==> src/design/i2c3w_pkg.sv <==
// Shared constants for the three-byte I2C write master: phase codes,
// configuration register indexes, widths and reset values. No dependencies.
package i2c3w_pkg;

	localparam int TIMER_WIDTH_DEF = 16;
	localparam int CFG_INDEX_W     = 4;
	localparam int CFG_DATA_W      = 16;
	localparam int TIMING_W        = 16;
	localparam int POLL_W          = 8;
	localparam int PHASE_W         = 4;

	// configuration register indexes
	localparam logic [CFG_INDEX_W-1:0] REG_SCL_LOW    = 4'd0;
	localparam logic [CFG_INDEX_W-1:0] REG_SCL_HIGH   = 4'd1;
	localparam logic [CFG_INDEX_W-1:0] REG_START_HOLD = 4'd2;
	localparam logic [CFG_INDEX_W-1:0] REG_POLL_LIMIT = 4'd3;

	localparam logic [TIMING_W-1:0] SCL_LOW_RST    = 16'd5;
	localparam logic [TIMING_W-1:0] SCL_HIGH_RST   = 16'd5;
	localparam logic [TIMING_W-1:0] START_HOLD_RST = 16'd5;
	localparam logic [POLL_W-1:0]   POLL_LIMIT_RST = 8'd100;

	// bus phases
	localparam logic [PHASE_W-1:0] PH_IDLE       = 4'd0;
	localparam logic [PHASE_W-1:0] PH_START_HIGH = 4'd1;
	localparam logic [PHASE_W-1:0] PH_START_LOW  = 4'd2;
	localparam logic [PHASE_W-1:0] PH_BIT_LOW    = 4'd3;
	localparam logic [PHASE_W-1:0] PH_BIT_HIGH   = 4'd4;
	localparam logic [PHASE_W-1:0] PH_ACK_LOW    = 4'd5;
	localparam logic [PHASE_W-1:0] PH_ACK_POLL   = 4'd6;
	localparam logic [PHASE_W-1:0] PH_STOP_LOW   = 4'd7;
	localparam logic [PHASE_W-1:0] PH_STOP_HIGH  = 4'd8;
	localparam logic [PHASE_W-1:0] PH_DONE       = 4'd9;

	localparam logic [1:0] LAST_BYTE = 2'd2;
	localparam logic [2:0] LAST_BIT  = 3'd7;

endpackage

==> src/design/i2c_three_byte_write_master_core.sv <==
// Top level of the three-byte I2C write master: bus sequencer, timing
// counter and output register. Depends on i2c3w_pkg.

// Open-drain I2C master that sends one write transaction of three bytes
// (address byte as given, register byte, data byte, each MSB first) with a
// start condition, an acknowledge poll after every byte and a stop that is
// always sent. Each input transaction is one bus tick: it carries the
// start request, the three bytes (latched only when a request is taken in
// idle) and the sampled SDA level. Each input transaction yields exactly
// one result transaction with the line drives for that tick plus busy,
// done and write_ok. Rate: one tick per clock while results drain. The sequencer
// state (phase, tick counter, bit and byte counters, shift byte) is
// updated in one registered step per accepted tick, and the result sits in
// an output register, so a new tick is taken whenever that register is
// empty or being drained in the same cycle. Timing registers are 16 bits;
// a value of 0 acts as 1, and values above 2^TIMER_WIDTH saturate there.
// Configuration is written through cfg_valid/cfg_ready, always ready;
// indexes above 3 are dropped.
module i2c_three_byte_write_master_core #(
	parameter int TIMER_WIDTH = i2c3w_pkg::TIMER_WIDTH_DEF
) (
	input  logic                              clk,
	input  logic                              arst_n,
	// tick input
	input  logic                              in_valid,
	output logic                              in_ready,
	input  logic                              start_request,
	input  logic [7:0]                        address_byte,
	input  logic [7:0]                        register_byte,
	input  logic [7:0]                        data_byte,
	input  logic                              sda_in,
	// tick result
	output logic                              out_valid,
	input  logic                              out_ready,
	output logic                              scl_drive_low,
	output logic                              sda_drive_low,
	output logic                              busy_res,
	output logic                              done_res,
	output logic                              write_ok,
	// configuration writes
	input  logic                              cfg_valid,
	output logic                              cfg_ready,
	input  logic [i2c3w_pkg::CFG_INDEX_W-1:0] cfg_index,
	input  logic [i2c3w_pkg::CFG_DATA_W-1:0]  cfg_data
);
	import i2c3w_pkg::*;

	// counter compare width: wide enough for tick+1 and for 2^TIMER_WIDTH
	localparam int CW = ((TIMER_WIDTH > TIMING_W) ? TIMER_WIDTH : TIMING_W) + 1;
	localparam logic [CW-1:0] CAP = CW'(1) << TIMER_WIDTH;

	// configuration
	logic [TIMING_W-1:0] scl_low_q, scl_high_q, start_hold_q;
	logic [POLL_W-1:0]   poll_limit_q;

	// sequencer state
	logic [PHASE_W-1:0]     phase_q, phase_nxt;
	logic [TIMER_WIDTH-1:0] tick_q, tick_nxt;
	logic [2:0]             bit_q, bit_nxt;
	logic [1:0]             byte_q, byte_nxt;
	logic [7:0]             shift_q, shift_nxt;
	logic [15:0]            held_q, held_nxt;
	logic [POLL_W-1:0]      poll_q, poll_nxt;
	logic                   success_q, success_nxt;

	// result register
	logic out_valid_q;
	logic scl_drive_low_q, sda_drive_low_q, busy_res_q, done_res_q, write_ok_q;
	logic scl_o, sda_o, busy_o, done_o, ok_o;

	// timer
	logic [TIMING_W-1:0] sel_ticks;
	logic [CW-1:0]       lim_ext, tick_inc;
	logic                timer_end;
	logic [TIMER_WIDTH-1:0] tick_step;

	logic [POLL_W-1:0] poll_inc, poll_lim;
	logic              bit_low;
	logic              in_fire;

	assign in_fire   = in_valid & in_ready;
	assign in_ready  = ~out_valid_q | out_ready;
	assign cfg_ready = 1'b1;

	always_ff @(posedge clk or negedge arst_n) begin
		if (!arst_n) begin
			scl_low_q    <= SCL_LOW_RST;
			scl_high_q   <= SCL_HIGH_RST;
			start_hold_q <= START_HOLD_RST;
			poll_limit_q <= POLL_LIMIT_RST;
		end else if (cfg_valid) begin
			case (cfg_index)
				REG_SCL_LOW:    scl_low_q    <= cfg_data;
				REG_SCL_HIGH:   scl_high_q   <= cfg_data;
				REG_START_HOLD: start_hold_q <= cfg_data;
				REG_POLL_LIMIT: poll_limit_q <= cfg_data[POLL_W-1:0];
				default: begin
				end
			endcase
		end
	end

	// one shared phase timer; the limit follows the phase
	always_comb begin
		case (phase_q)
			PH_START_HIGH, PH_START_LOW: sel_ticks = start_hold_q;
			PH_BIT_HIGH, PH_STOP_HIGH:   sel_ticks = scl_high_q;
			default:                     sel_ticks = scl_low_q;
		endcase
		lim_ext = (sel_ticks == '0) ? CW'(1) : CW'(sel_ticks);
		if (lim_ext > CAP)
			lim_ext = CAP;
		tick_inc  = CW'(tick_q) + CW'(1);
		timer_end = (tick_inc >= lim_ext);
		tick_step = timer_end ? '0 : tick_inc[TIMER_WIDTH-1:0];
	end

	assign poll_inc = poll_q + POLL_W'(1);
	assign poll_lim = (poll_limit_q == '0) ? POLL_W'(1) : poll_limit_q;
	assign bit_low  = ~shift_q[7];

	always_comb begin
		phase_nxt   = phase_q;
		tick_nxt    = tick_q;
		bit_nxt     = bit_q;
		byte_nxt    = byte_q;
		shift_nxt   = shift_q;
		held_nxt    = held_q;
		poll_nxt    = poll_q;
		success_nxt = success_q;
		scl_o  = 1'b0;
		sda_o  = 1'b0;
		busy_o = 1'b1;
		done_o = 1'b0;
		ok_o   = 1'b0;
		case (phase_q)
			PH_START_HIGH: begin
				tick_nxt = tick_step;
				if (timer_end)
					phase_nxt = PH_START_LOW;
			end
			PH_START_LOW: begin
				sda_o    = 1'b1;
				tick_nxt = tick_step;
				if (timer_end) begin
					byte_nxt  = '0;
					bit_nxt   = '0;
					phase_nxt = PH_BIT_LOW;
				end
			end
			PH_BIT_LOW: begin
				scl_o    = 1'b1;
				sda_o    = bit_low;
				tick_nxt = tick_step;
				if (timer_end)
					phase_nxt = PH_BIT_HIGH;
			end
			PH_BIT_HIGH: begin
				sda_o    = bit_low;
				tick_nxt = tick_step;
				if (timer_end) begin
					if (bit_q == LAST_BIT) begin
						phase_nxt = PH_ACK_LOW;
					end else begin
						bit_nxt   = bit_q + 3'd1;
						shift_nxt = {shift_q[6:0], 1'b0};
						phase_nxt = PH_BIT_LOW;
					end
				end
			end
			PH_ACK_LOW: begin
				// SDA keeps the last data bit until SCL is low long enough
				scl_o    = 1'b1;
				sda_o    = bit_low;
				tick_nxt = tick_step;
				if (timer_end) begin
					poll_nxt  = '0;
					phase_nxt = PH_ACK_POLL;
				end
			end
			PH_ACK_POLL: begin
				if (!sda_in) begin
					if (byte_q >= LAST_BYTE) begin
						success_nxt = 1'b1;
						tick_nxt    = '0;
						phase_nxt   = PH_STOP_LOW;
					end else begin
						byte_nxt  = byte_q + 2'd1;
						shift_nxt = (byte_q == 2'd0) ? held_q[15:8] : held_q[7:0];
						bit_nxt   = '0;
						tick_nxt  = '0;
						phase_nxt = PH_BIT_LOW;
					end
				end else begin
					// no acknowledge yet; the counter wrap also aborts
					poll_nxt = poll_inc;
					if (poll_inc == '0 || poll_inc >= poll_lim) begin
						success_nxt = 1'b0;
						tick_nxt    = '0;
						phase_nxt   = PH_STOP_LOW;
					end
				end
			end
			PH_STOP_LOW: begin
				scl_o    = 1'b1;
				tick_nxt = tick_step;
				if (timer_end)
					phase_nxt = PH_STOP_HIGH;
			end
			PH_STOP_HIGH: begin
				sda_o    = 1'b1;
				tick_nxt = tick_step;
				if (timer_end)
					phase_nxt = PH_DONE;
			end
			PH_DONE: begin
				done_o    = 1'b1;
				ok_o      = success_q;
				tick_nxt  = '0;
				phase_nxt = PH_IDLE;
			end
			default: begin
				// idle, and any meaningless code
				busy_o    = 1'b0;
				phase_nxt = PH_IDLE;
				if (start_request) begin
					shift_nxt   = address_byte;
					held_nxt    = {register_byte, data_byte};
					success_nxt = 1'b0;
					bit_nxt     = '0;
					byte_nxt    = '0;
					poll_nxt    = '0;
					tick_nxt    = '0;
					phase_nxt   = PH_START_HIGH;
				end
			end
		endcase
	end

	always_ff @(posedge clk or negedge arst_n) begin
		if (!arst_n) begin
			phase_q     <= PH_IDLE;
			tick_q      <= '0;
			bit_q       <= '0;
			byte_q      <= '0;
			shift_q     <= '0;
			held_q      <= '0;
			poll_q      <= '0;
			success_q   <= 1'b0;
			out_valid_q <= 1'b0;
		end else begin
			if (in_fire) begin
				phase_q   <= phase_nxt;
				tick_q    <= tick_nxt;
				bit_q     <= bit_nxt;
				byte_q    <= byte_nxt;
				shift_q   <= shift_nxt;
				held_q    <= held_nxt;
				poll_q    <= poll_nxt;
				success_q <= success_nxt;
			end
			out_valid_q <= in_fire | (out_valid_q & ~out_ready);
		end
	end

	// result payload, no reset needed
	always_ff @(posedge clk) begin
		if (in_fire) begin
			scl_drive_low_q <= scl_o;
			sda_drive_low_q <= sda_o;
			busy_res_q      <= busy_o;
			done_res_q      <= done_o;
			write_ok_q      <= ok_o;
		end
	end

	assign out_valid     = out_valid_q;
	assign scl_drive_low = scl_drive_low_q;
	assign sda_drive_low = sda_drive_low_q;
	assign busy_res      = busy_res_q;
	assign done_res      = done_res_q;
	assign write_ok      = write_ok_q;

`ifndef SYNTHESIS
	a_done_busy: assert property (@(posedge clk) disable iff (!arst_n)
		out_valid_q && done_res_q |-> busy_res_q)
		else $error("done without busy");
	a_ok_done: assert property (@(posedge clk) disable iff (!arst_n)
		out_valid_q && write_ok_q |-> done_res_q)
		else $error("write_ok outside done tick");
	a_ready_empty: assert property (@(posedge clk) disable iff (!arst_n)
		!out_valid_q |-> in_ready)
		else $error("input stalled with empty result register");
	a_fire_valid: assert property (@(posedge clk) disable iff (!arst_n)
		in_fire |=> out_valid_q)
		else $error("accepted tick produced no result");
	a_idle_tick: assert property (@(posedge clk) disable iff (!arst_n)
		phase_q == PH_IDLE |-> tick_q == '0)
		else $error("tick counter not cleared in idle");
`endif

endmodule

==> config.mk <==
export PLATFORM = sky130hd
export DESIGN_NAME = i2c_three_byte_write_master_core
export DESIGN_NICKNAME = d
export VERILOG_FILES = /design/src/design/i2c3w_pkg.sv /design/src/design/i2c_three_byte_write_master_core.sv
export SDC_FILE = /design/constraint.sdc
export NUM_CORES = 1
export LEC_CHECK = 0
export ABC_AREA = 0
export BUFFER_PORTS_ARGS = -buffer_cell sky130_fd_sc_hd__buf_2
export CELL_PAD_IN_SITES_DETAIL_PLACEMENT = 1
export CELL_PAD_IN_SITES_GLOBAL_PLACEMENT = 2
export CORE_MARGIN = 1.5
export CORE_UTILIZATION = 40
export CTS_BUF_LIST = sky130_fd_sc_hd__clkbuf_4 sky130_fd_sc_hd__clkbuf_8
export DETAILED_ROUTE_END_ITERATION = 8
export GPL_TIMING_DRIVEN = 0
export PLACE_DENSITY = 0.89
export SYNTH_ARGS = -nofsm -noshare
export SYNTH_HDL_FRONTEND = slang
export SYNTH_SLANG_ARGS = --single-unit
==> constraint.sdc <==
create_clock -name clk -period 5.4 [get_ports clk]
set_clock_uncertainty 0.2 [all_clocks]
set_input_delay 1.08 -clock clk [delete_from_list [all_inputs] [get_ports clk]]
set_output_delay 1.08 -clock clk [all_outputs]
set_load 0.05 [all_outputs]
; ---- After elaboration in Yosys (flattened, before gate mapping)
; Index checks and enable logic that the tools add are counted.
[op_classes]
shifts = 0
multipliers = 0
addsub = 4
n_bitwise = 13
reduce_logical = 36
n_eq_ne = 26
n_div = 0
order_cmp = 4
n_mux = 54
[op_table]
columns = operator, count
row1 = $mux 16, 5
row2 = $mux 8, 10
row3 = $pmux 16 s3, 1
row4 = $pmux 8 s3, 2
row5 = $mux 4, 9
row6 = $pmux 4 s9, 1
row7 = $pmux 16 s2, 1
row8 = $reduce_or 7->1, 4
row9 = $mux 3, 8
row10 = $ne 2x2->1 const B, 11
row11 = $add 16x1->17 const B, 1
row12 = $ge 17x17->1, 1
row13 = $gt 16x17->1 const B, 1
row14 = $mux 17, 1
row15 = $eq 4x2->1 const B, 4
row16 = $eq 4x3->1 const B, 4
row17 = $logic_not 16->1, 1
row18 = $logic_not 8->1, 2
row19 = $pmux 3 s4, 1
row20 = $reduce_and 5->1, 2
row21 = $not 1->1, 9
row22 = $reduce_and 9->1, 1
row23 = $reduce_bool 3->1, 3
row24 = $reduce_or 9->1, 1
row25 = 29 further kinds, 53
[totals]
rom_bits = 0
register_bits = 120
n_memories = 0
latchBits = 0
word_cells = 155
mem_bits_rw = 0

; ---- Logic depth before layout (Yosys ltp)
; Gate-level depths: netlist of the first run.
[logic_depth]
ltp_word = 10
mapped_depth = 17
ltp_nobuf = 14

; ---- Worst setup path after synthesis of the first run
; OpenSTA, ideal clock, no wires.
[synth_path]
path_kind = reg2reg
startpoint = register phase_q[2]
endpoint = register shift_q[0]
n_path_buf = 2
t_arrival_ns = 3.700
required_ns = 5.075
slack_ns = 1.376
period_less_slack_ns = 4.024
path_stages_with_launch = 16
path_cell_list = dfrtp_1 -> buf_4 -> xnor2_1 -> nor3_4 -> buf_2 -> a22o_1 -> a21oi_1 -> nand4_1 -> or4_1 -> nand3_1 -> ha_1 -> nor3_1 -> o41a_1 -> or2_4 -> o41ai_4 -> mux2_2
[synth_between]
elab_chain_cells = 10
[synth_rtl]
columns = element, line
row1 = from (decl), i2c_three_byte_write_master_core.sv:57  ; logic [PHASE_W-1:0] phase_q, phase_nxt;
row2 = from (signal assigned), i2c_three_byte_write_master_core.sv:253  ; phase_q <= phase_nxt;
row3 = "$eq 4x4->1, or another cell as far along", "i2c_three_byte_write_master_core.sv:105, i2c_three_byte_write_master_core.sv:136"
row4 = $reduce_or 2->1, i2c_three_byte_write_master_core.sv:105  ; case (phase_q)
row5 = $pmux 16 s2, i2c_three_byte_write_master_core.sv:105
row6 = $logic_not 16->1, i2c_three_byte_write_master_core.sv:110  ; lim_ext = (sel_ticks == '0) ? CW'(1) : CW'(sel_ticks);
row7 = $mux 16, i2c_three_byte_write_master_core.sv:110
row8 = $gt 16x17->1, i2c_three_byte_write_master_core.sv:111  ; if (lim_ext > CAP)
row9 = $mux 17, i2c_three_byte_write_master_core.sv:111
row10 = $ge 17x17->1, i2c_three_byte_write_master_core.sv:114  ; timer_end = (tick_inc >= lim_ext);
row11 = $ne 2x2->1 (no source line), n/a
row12 = $reduce_and 7->1 (no source line), n/a
row13 = to (signal assigned), i2c_three_byte_write_master_core.sv:257  ; shift_q <= shift_nxt;
row14 = to (decl), i2c_three_byte_write_master_core.sv:61  ; logic [7:0] shift_q, shift_nxt;
; Parallel ways exist; a longest one is shown, timed or not.
; A chain may end at the register's enable or synchronous reset.

; ---- Final worst setup path of the first run
[layout_path]
startpoint = register phase_q[0]
endpoint = register shift_q[4]
; Same word-level chain as after synthesis.

==> impl_metrics.tcl, run 1 <==
set metrics [dict create \
    critPathKind "reg -> reg" \
    ctsResizeCount 0 \
    reg2reg_from "phase_q[0]" \
    worst_slew_pin_slew_ns 1.13 \
    ir_worst_vdd_mv 0.194 \
    die-area_sq_mm 0.0178 \
    synth_top_family_by_area "multiplexers" \
    slew_violations 0 \
    drcViolationCount 0 \
    viasPerCell 5.48 \
    dp_hpwl_microns 13100 \
    grt-busiest-layer "met2" \
    r2r-end "shift_q[4]" \
    relSlewSlack_pct 24.2 \
    clock_latency_ns 0.46 \
    globalplace.congestion 0.860 \
    muxShareOfSynthArea_pct 15.5 \
    synth_seq_area_share_pct 44.8 \
    layout_common_cells "dfrtp_1 (106), mux2_2 (82), buf_2 (59)" \
    synthToLayoutAreaGrowth_pct 14.0 \
    final_nets 790 \
    final_common_cell "dfrtp_1" \
    reg2reg_slack_ns 0.56 \
    crit_path_start_kind "flop" \
    synthXorXnorAreaFrac_pct 3.21 \
    numCtsBuffers 17 \
    io_buffers 56 \
    synth-main-ff-cell "dfrtp_1" \
    overflow 0 \
    core_sq_mm 0.0166 \
    chipWidth_microns 133 \
    cp.arrival_ns 4.98 \
    synth.avg_cell_area_sq_um 10.7 \
    yosys_warnings 0 \
    grt.met3_usage_pct 3.73 \
    post-route-util_pct 46.7 \
    grt_pass1_wl_microns 29400 \
    worstPathRequired_ns 5.53 \
    start_util_pct 40.9 \
    yosys.area.top_type "dfrtp_1" \
    fmax_ghz 0.207 \
    ioPinCount 59 \
    hold_path_class "reg -> reg" \
    final_hold_viol_count 0 \
    finalSetupViolations 0 \
    avgRoutedWirePerCell_microns 18.7 \
    cts_tree "yes" \
    synthSimpleGateAreaFrac_pct 13.1 \
    chipHeight_microns 133 \
    yosys-top-cells-area "dfrtp_1 (39%), mux2_2 (14%), ha_1 (5.5%), dfstp_2 (3.5%), a22o_1 (3.0%)" \
    drt_first_pass_iters 4 \
    min_period_ns 4.84 \
    reg2reg_depth 15 \
    grt_max_degree 65 \
    ys_ff_latch 120 \
    drt-total-wl_microns 17600 \
    n_antenna_cell 0 \
    syn-cell-area_sq_mm 0.00679 \
    grt_use_met2_pct 37.0 \
    cts_buffer_depth 2 \
    dpl-instance-area_sq_mm 0.00738 \
    crit_fanout 10 \
    critPathLaunch "phase_q[0]" \
    power_w 0.00391 \
    ys_types 68 \
    htree_num_levels 4 \
    drt-initial-drc-count 242 \
    fin_cells 942 \
    endpoint_kind "flop" \
    cts_setup_buffers 0 \
    rsz0062_at_grt "no" \
    postRouteAntennaNets 0 \
    synth-edff-count 5 \
    globalRouteMet1Util_pct 26.9 \
    syn_inst 633 \
    cts_hold_buf 0 \
    synthArstFlopShare_pct 95.8 \
    crit_end "shift_q[4]" \
    cts_root_buf "clkbuf_8" \
    syn-num-nets 714 \
    fin_crit_sh_pct 89.7 \
    grt_use_total_pct 21.2 \
    outcome "complete, no violations" \
    cts_num_sinks 120 \
    synth_compound_area_share_pct 14.3 \
    clkTransAtPathRegs_ns 0.08 \
    synthAdderAreaFrac_pct 5.53 \
    rows 47 \
    antenna_found_initial 0 \
    place_inst 910 \
    cap_violations 0 \
    final.setup.tns_ns 0 \
    powerDensity_mw_per_mm2 506 \
    cellLeakagePower_nw 3.55 \
    drive_gt1_share_pct 28.7 \
    synth_top_area_share_pct 39.1 \
    route.vias.total 5161 \
    fin_area_sq_mm 0.00774 \
    first_global_vias 5680 \
]
[cells in the mapped netlist (2+ instances only)]
library cell,count
a2111oi_0,2
a211o_1,2
a211oi_1,2
a21o_1,4
a21oi_1,39
a22o_1,23
a31oi_1,2
and2_1,5
and3_1,4
buf_2,4
buf_4,5
buf_6,2
clkbuf_1,21
dfrtp_1,106
dfstp_2,9
edfxtp_1,5
ha_1,30
inv_1,18
mux2_2,82
mux2i_1,13
nand2_1,50
nand2b_1,10
nand3_1,18
nand3b_1,8
nand4_1,11
nor2_1,30
nor2b_1,5
nor3_1,14
nor3_4,2
nor4_1,2
o21a_1,4
o21ai_0,35
o31ai_1,10
xnor2_1,14
xor2_1,9
[layer usage]
layer	vias up	wire length, microns
met1	2624	8120
li1	2451	-
met2	67	8820
met5	-	0
met4	0	224
met3	19	439
[sequential cells by signal, indices dropped and copies added (netlist names)]
name / count
bit_q: 3
busy_res: 1
byte_q: 2
done_res: 1
held_q: 16
out_valid: 1
phase_q: 4
poll_limit_q: 8
poll_q: 8
scl_drive_low: 1
scl_high_q: 16
scl_low_q: 16
sda_drive_low: 1
shift_q: 8
start_hold_q: 16
success_q: 1
tick_q: 16
write_ok: 1
[through the flow]
stage	hold slack (ns)	setup WS, ns
global route	0.305	0.372
finish	0.288	0.558
detailed placement	0.276	0.618
floorplan	0.256	1.38
CTS	0.292	0.570
global placement	0.272	0.683
[logic make-up (layout without fill, tap and decap cells)]
| logic type | after synthesis | count (layout) |
|---|---|---|
| AOI/OAI and AO/OA | 140 | 140 |
| xor gates and xnor gates | 24 | 24 |
| adders and majority gates | 30 | 30 |
| buffers and inverters | 53 | 142 |
| DFF | 120 | 120 |
| muxes | 95 | 95 |
| other | 1 | 1 |
| and+or+nand+nor | 170 | 170 |
[report_power, final]
part / leakage [nW] / switching (W) / internal, W / total (W)
Clock: 0.177 / 0.000407 / 0.000338 / 0.000745
Sequential: 1.48 / 0.000147 / 0.00116 / 0.00131
Combinational: 1.89 / 0.00112 / 0.000745 / 0.00186
[worst min-delay path by stage]
stage | start | to | depth (start not counted)
2_1_floorplan | success_q | success_q | 1
3_3_place_gp | success_q | success_q | 1
3_5_place_dp | success_q | success_q | 1
4_1_cts | success_q | success_q | 1
5_1_grt | success_q | success_q | 1
6_report | success_q | success_q | 1
[layout make-up]
cell class	instances	area, sq um
Multi-Input combinational cell	460	3510
Sequential cell	120	3040
Tap cell	220	275
Timing Repair Buffer	57	314
Buffer	34	168
Fill cell	1874	8840
Inverter	19	71.3
Clock buffer	18	248
Clock inverter	14	115
[critical path: stages, from the launching register on]
cell     delay [ns]
dfrtp_1        0.39
buf_4          0.19
xnor2_2        0.16
nor3_4         0.33
nor2_2         0.16
buf_6          0.18
a21oi_1        0.37
nand4_1        0.13
or4_1          0.51
nand3_1        0.13
ha_1           0.17
nor3_1         0.05
o41a_1         0.45
or2_4          0.31
o41ai_4        0.54
mux2_2         0.42
Power figures use the tool's default switching activity.
==> run 2, diff against run 1 <==
--- a/config.mk
+++ b/config.mk
@@ -7,14 +7,12 @@
 export LEC_CHECK = 0
 export ABC_AREA = 0
 export BUFFER_PORTS_ARGS = -buffer_cell sky130_fd_sc_hd__buf_2
-export CELL_PAD_IN_SITES_DETAIL_PLACEMENT = 1
-export CELL_PAD_IN_SITES_GLOBAL_PLACEMENT = 2
 export CORE_MARGIN = 1.5
 export CORE_UTILIZATION = 40
 export CTS_BUF_LIST = sky130_fd_sc_hd__clkbuf_4 sky130_fd_sc_hd__clkbuf_8
 export DETAILED_ROUTE_END_ITERATION = 8
 export GPL_TIMING_DRIVEN = 0
-export PLACE_DENSITY = 0.89
+export PLACE_DENSITY = 0.65
 export SYNTH_ARGS = -nofsm -noshare
 export SYNTH_HDL_FRONTEND = slang
 export SYNTH_SLANG_ARGS = --single-unit
==> run 2 against run 1 <==
Cell count stayed put. Sequential share of layout area shrank 0.45 points. Worst hold slack improved by 0.017 ns. Non-clock buffer count unchanged. Clock power is 24% higher. Setup slack gained 0.086 ns. Register-to-register slack gained 0.09 ns. Final area grew 1.1%. Maximum frequency grew 1.8%. Sequential power about the same. Die area unchanged. Critical endpoint is now shift_q[6].
==> impl_metrics.tcl, run 2 (synthesis results as in run 1) <==
set metrics [dict create \
    outcome "complete, no violations" \
    dp_hpwl_microns 11200 \
    fmax_ghz 0.210 \
    slew_violations 0 \
    drt-initial-drc-count 289 \
    die-area_sq_mm 0.0178 \
    relSlewSlack_pct 23.5 \
    ioPinCount 59 \
    critPathKind "reg -> reg" \
    htree_num_levels 4 \
    ctsResizeCount 0 \
    layout_common_cells "dfrtp_1 (106), mux2_2 (82), buf_2 (59)" \
    viasPerCell 5.42 \
    clkTransAtPathRegs_ns 0.07 \
    overflow 0 \
    hp-start "held_q[3]" \
    cts_num_sinks 120 \
    numCtsBuffers 17 \
    synthToLayoutAreaGrowth_pct 15.3 \
    endpoint_kind "flop" \
    min_to "held_q[3]" \
    worstPathRequired_ns 5.53 \
    p_sw_share_pct 39.1 \
    dpl-instance-area_sq_mm 0.00738 \
    final_common_cell "dfrtp_1" \
    reg2reg_depth 15 \
    cellLeakagePower_nw 3.60 \
    final.setup.tns_ns 0 \
    first_global_vias 5326 \
    rsz0062_at_grt "no" \
    cts_setup_buffers 0 \
    drt-total-wl_microns 15600 \
    slowest_delay_ns 0.51 \
    cp.arrival_ns 4.89 \
    worst_slew_pin_slew_ns 1.14 \
    setup_ws_ns 0.644 \
    grt_pass1_wl_microns 26600 \
    path_delay_family "compound AO/OA/AOI/OAI gates" \
    cap_violations 0 \
    n_antenna_cell 0 \
    hold_depth 1 \
    fill_cells 1565 \
    avgRoutedWirePerCell_microns 16.6 \
    cp_slowest_cell "o41ai_4" \
    drive_gt1_share_pct 28.7 \
    cts_hold_buf 0 \
    crit_path_start_kind "flop" \
    finalSetupViolations 0 \
    place_inst 910 \
    antenna_found_initial 0 \
    chipWidth_microns 133 \
    cp.depth 15 \
    ir_worst_vdd_mv 0.205 \
    io_buffers 56 \
    p_sw_w 0.00157 \
    p_int_w 0.00244 \
    powerDensity_mw_per_mm2 513 \
    cts_buffer_depth 2 \
    min_period_ns 4.76 \
    hold_path_class "reg -> reg" \
    fin_cells 942 \
    clock_latency_ns 0.45 \
    drcViolationCount 0 \
    drt_first_pass_iters 6 \
    crit_fanout 10 \
    fin_area_sq_mm 0.00783 \
    chipHeight_microns 133 \
    route.vias.total 5107 \
    clkPwrFrac_pct 23.1 \
    postRouteAntennaNets 0 \
    rows 47 \
    reg2reg_slack_ns 0.64 \
    start_util_pct 40.9 \
    final_hold_viol_count 0 \
    core_sq_mm 0.0166 \
    fin_crit_sh_pct 88.1 \
    r2r-end "shift_q[6]" \
    cts_tree "yes" \
    crit_chain "buf_4, xnor2_2, nor3_4, clkbuf_1, a22o_1, a21oi_1, nand4_1, or4_1, nand3_1, ha_1, nor3_1, o41a_1, or2_4, o41ai_4, mux2_2" \
    pwr-share-seq_pct 32.5 \
    dp_slack_ns 0.676 \
    combPwrFrac_pct 44.4 \
    crit_buf_inv 2 \
    final_nets 790 \
    grt_use_total_pct 18.9 \
    reg2reg_from "phase_q[0]" \
    globalplace.congestion 0.862 \
    cts_root_buf "clkbuf_8" \
    grt_max_degree 78 \
]
==> run 2: cell count changes in the layout (fill, tap and decap cells not counted) <==
| cell | previous run | this run |
|---|---|---|
| bufinv_16 | 0 | 4 |
| inv_6 | 5 | 1 |
| clkinv_4 | 5 | 2 |
| clkbuf_8 | 18 | 20 |
| clkinv_2 | 1 | 3 |
| clkinvlp_4 | 3 | 1 |
| clkbuf_4 | 0 | 1 |
==> run 2: area by class of cell <==
class                      instances  area (sq um)  area share (%)
sequential                       120          3040            38.8
tap                              220           275            3.52
inverter                          19          71.3           0.911
multi-input combinational        460          3510            44.8
clock inverter                    11           169            2.16
timing repair buffer              57           314            4.01
clock buffer                      21           283            3.61
buffer                            34           168            2.14
==> run 2: worst max-delay path by stage <==
stage,from,endpoint
global placement,phase_q[0],shift_q[0]
CTS,phase_q[0],shift_q[6]
global route,phase_q[0],poll_q[5]
floorplan,phase_q[2],shift_q[0]
finish,phase_q[0],shift_q[6]
detailed placement,phase_q[0],shift_q[6]
==> run 2: power groups by stage <==
stage	clock (W)	combinational, W	sequential [W]
after floorplan	0	0.00132	0.00131
after global placement	0	0.00172	0.00131
after detailed placement	0	0.00178	0.00132
after CTS	0.000946	0.00178	0.00131
after global routing	0.000983	0.00198	0.00134
final	0.000926	0.00178	0.00131
==> run 2: per-stage QoR <==
step / utilization (%) / hold WS [ns] / total power [W]
finish: 47.2 / 0.306 / 0.00402
global route: 47.2 / 0.316 / 0.00429
CTS: 47.2 / 0.309 / 0.00404
detailed placement: 44.5 / 0.292 / 0.00310
global placement: 44.3 / 0.288 / 0.00302
floorplan: - / 0.256 / 0.00263
==> run 2: layer usage <==
metal,track usage [%],routed length [microns]
met1,25.2,7330
met4,6.82,295
met5,0,0
met2,30.3,7400
met3,4.00,609
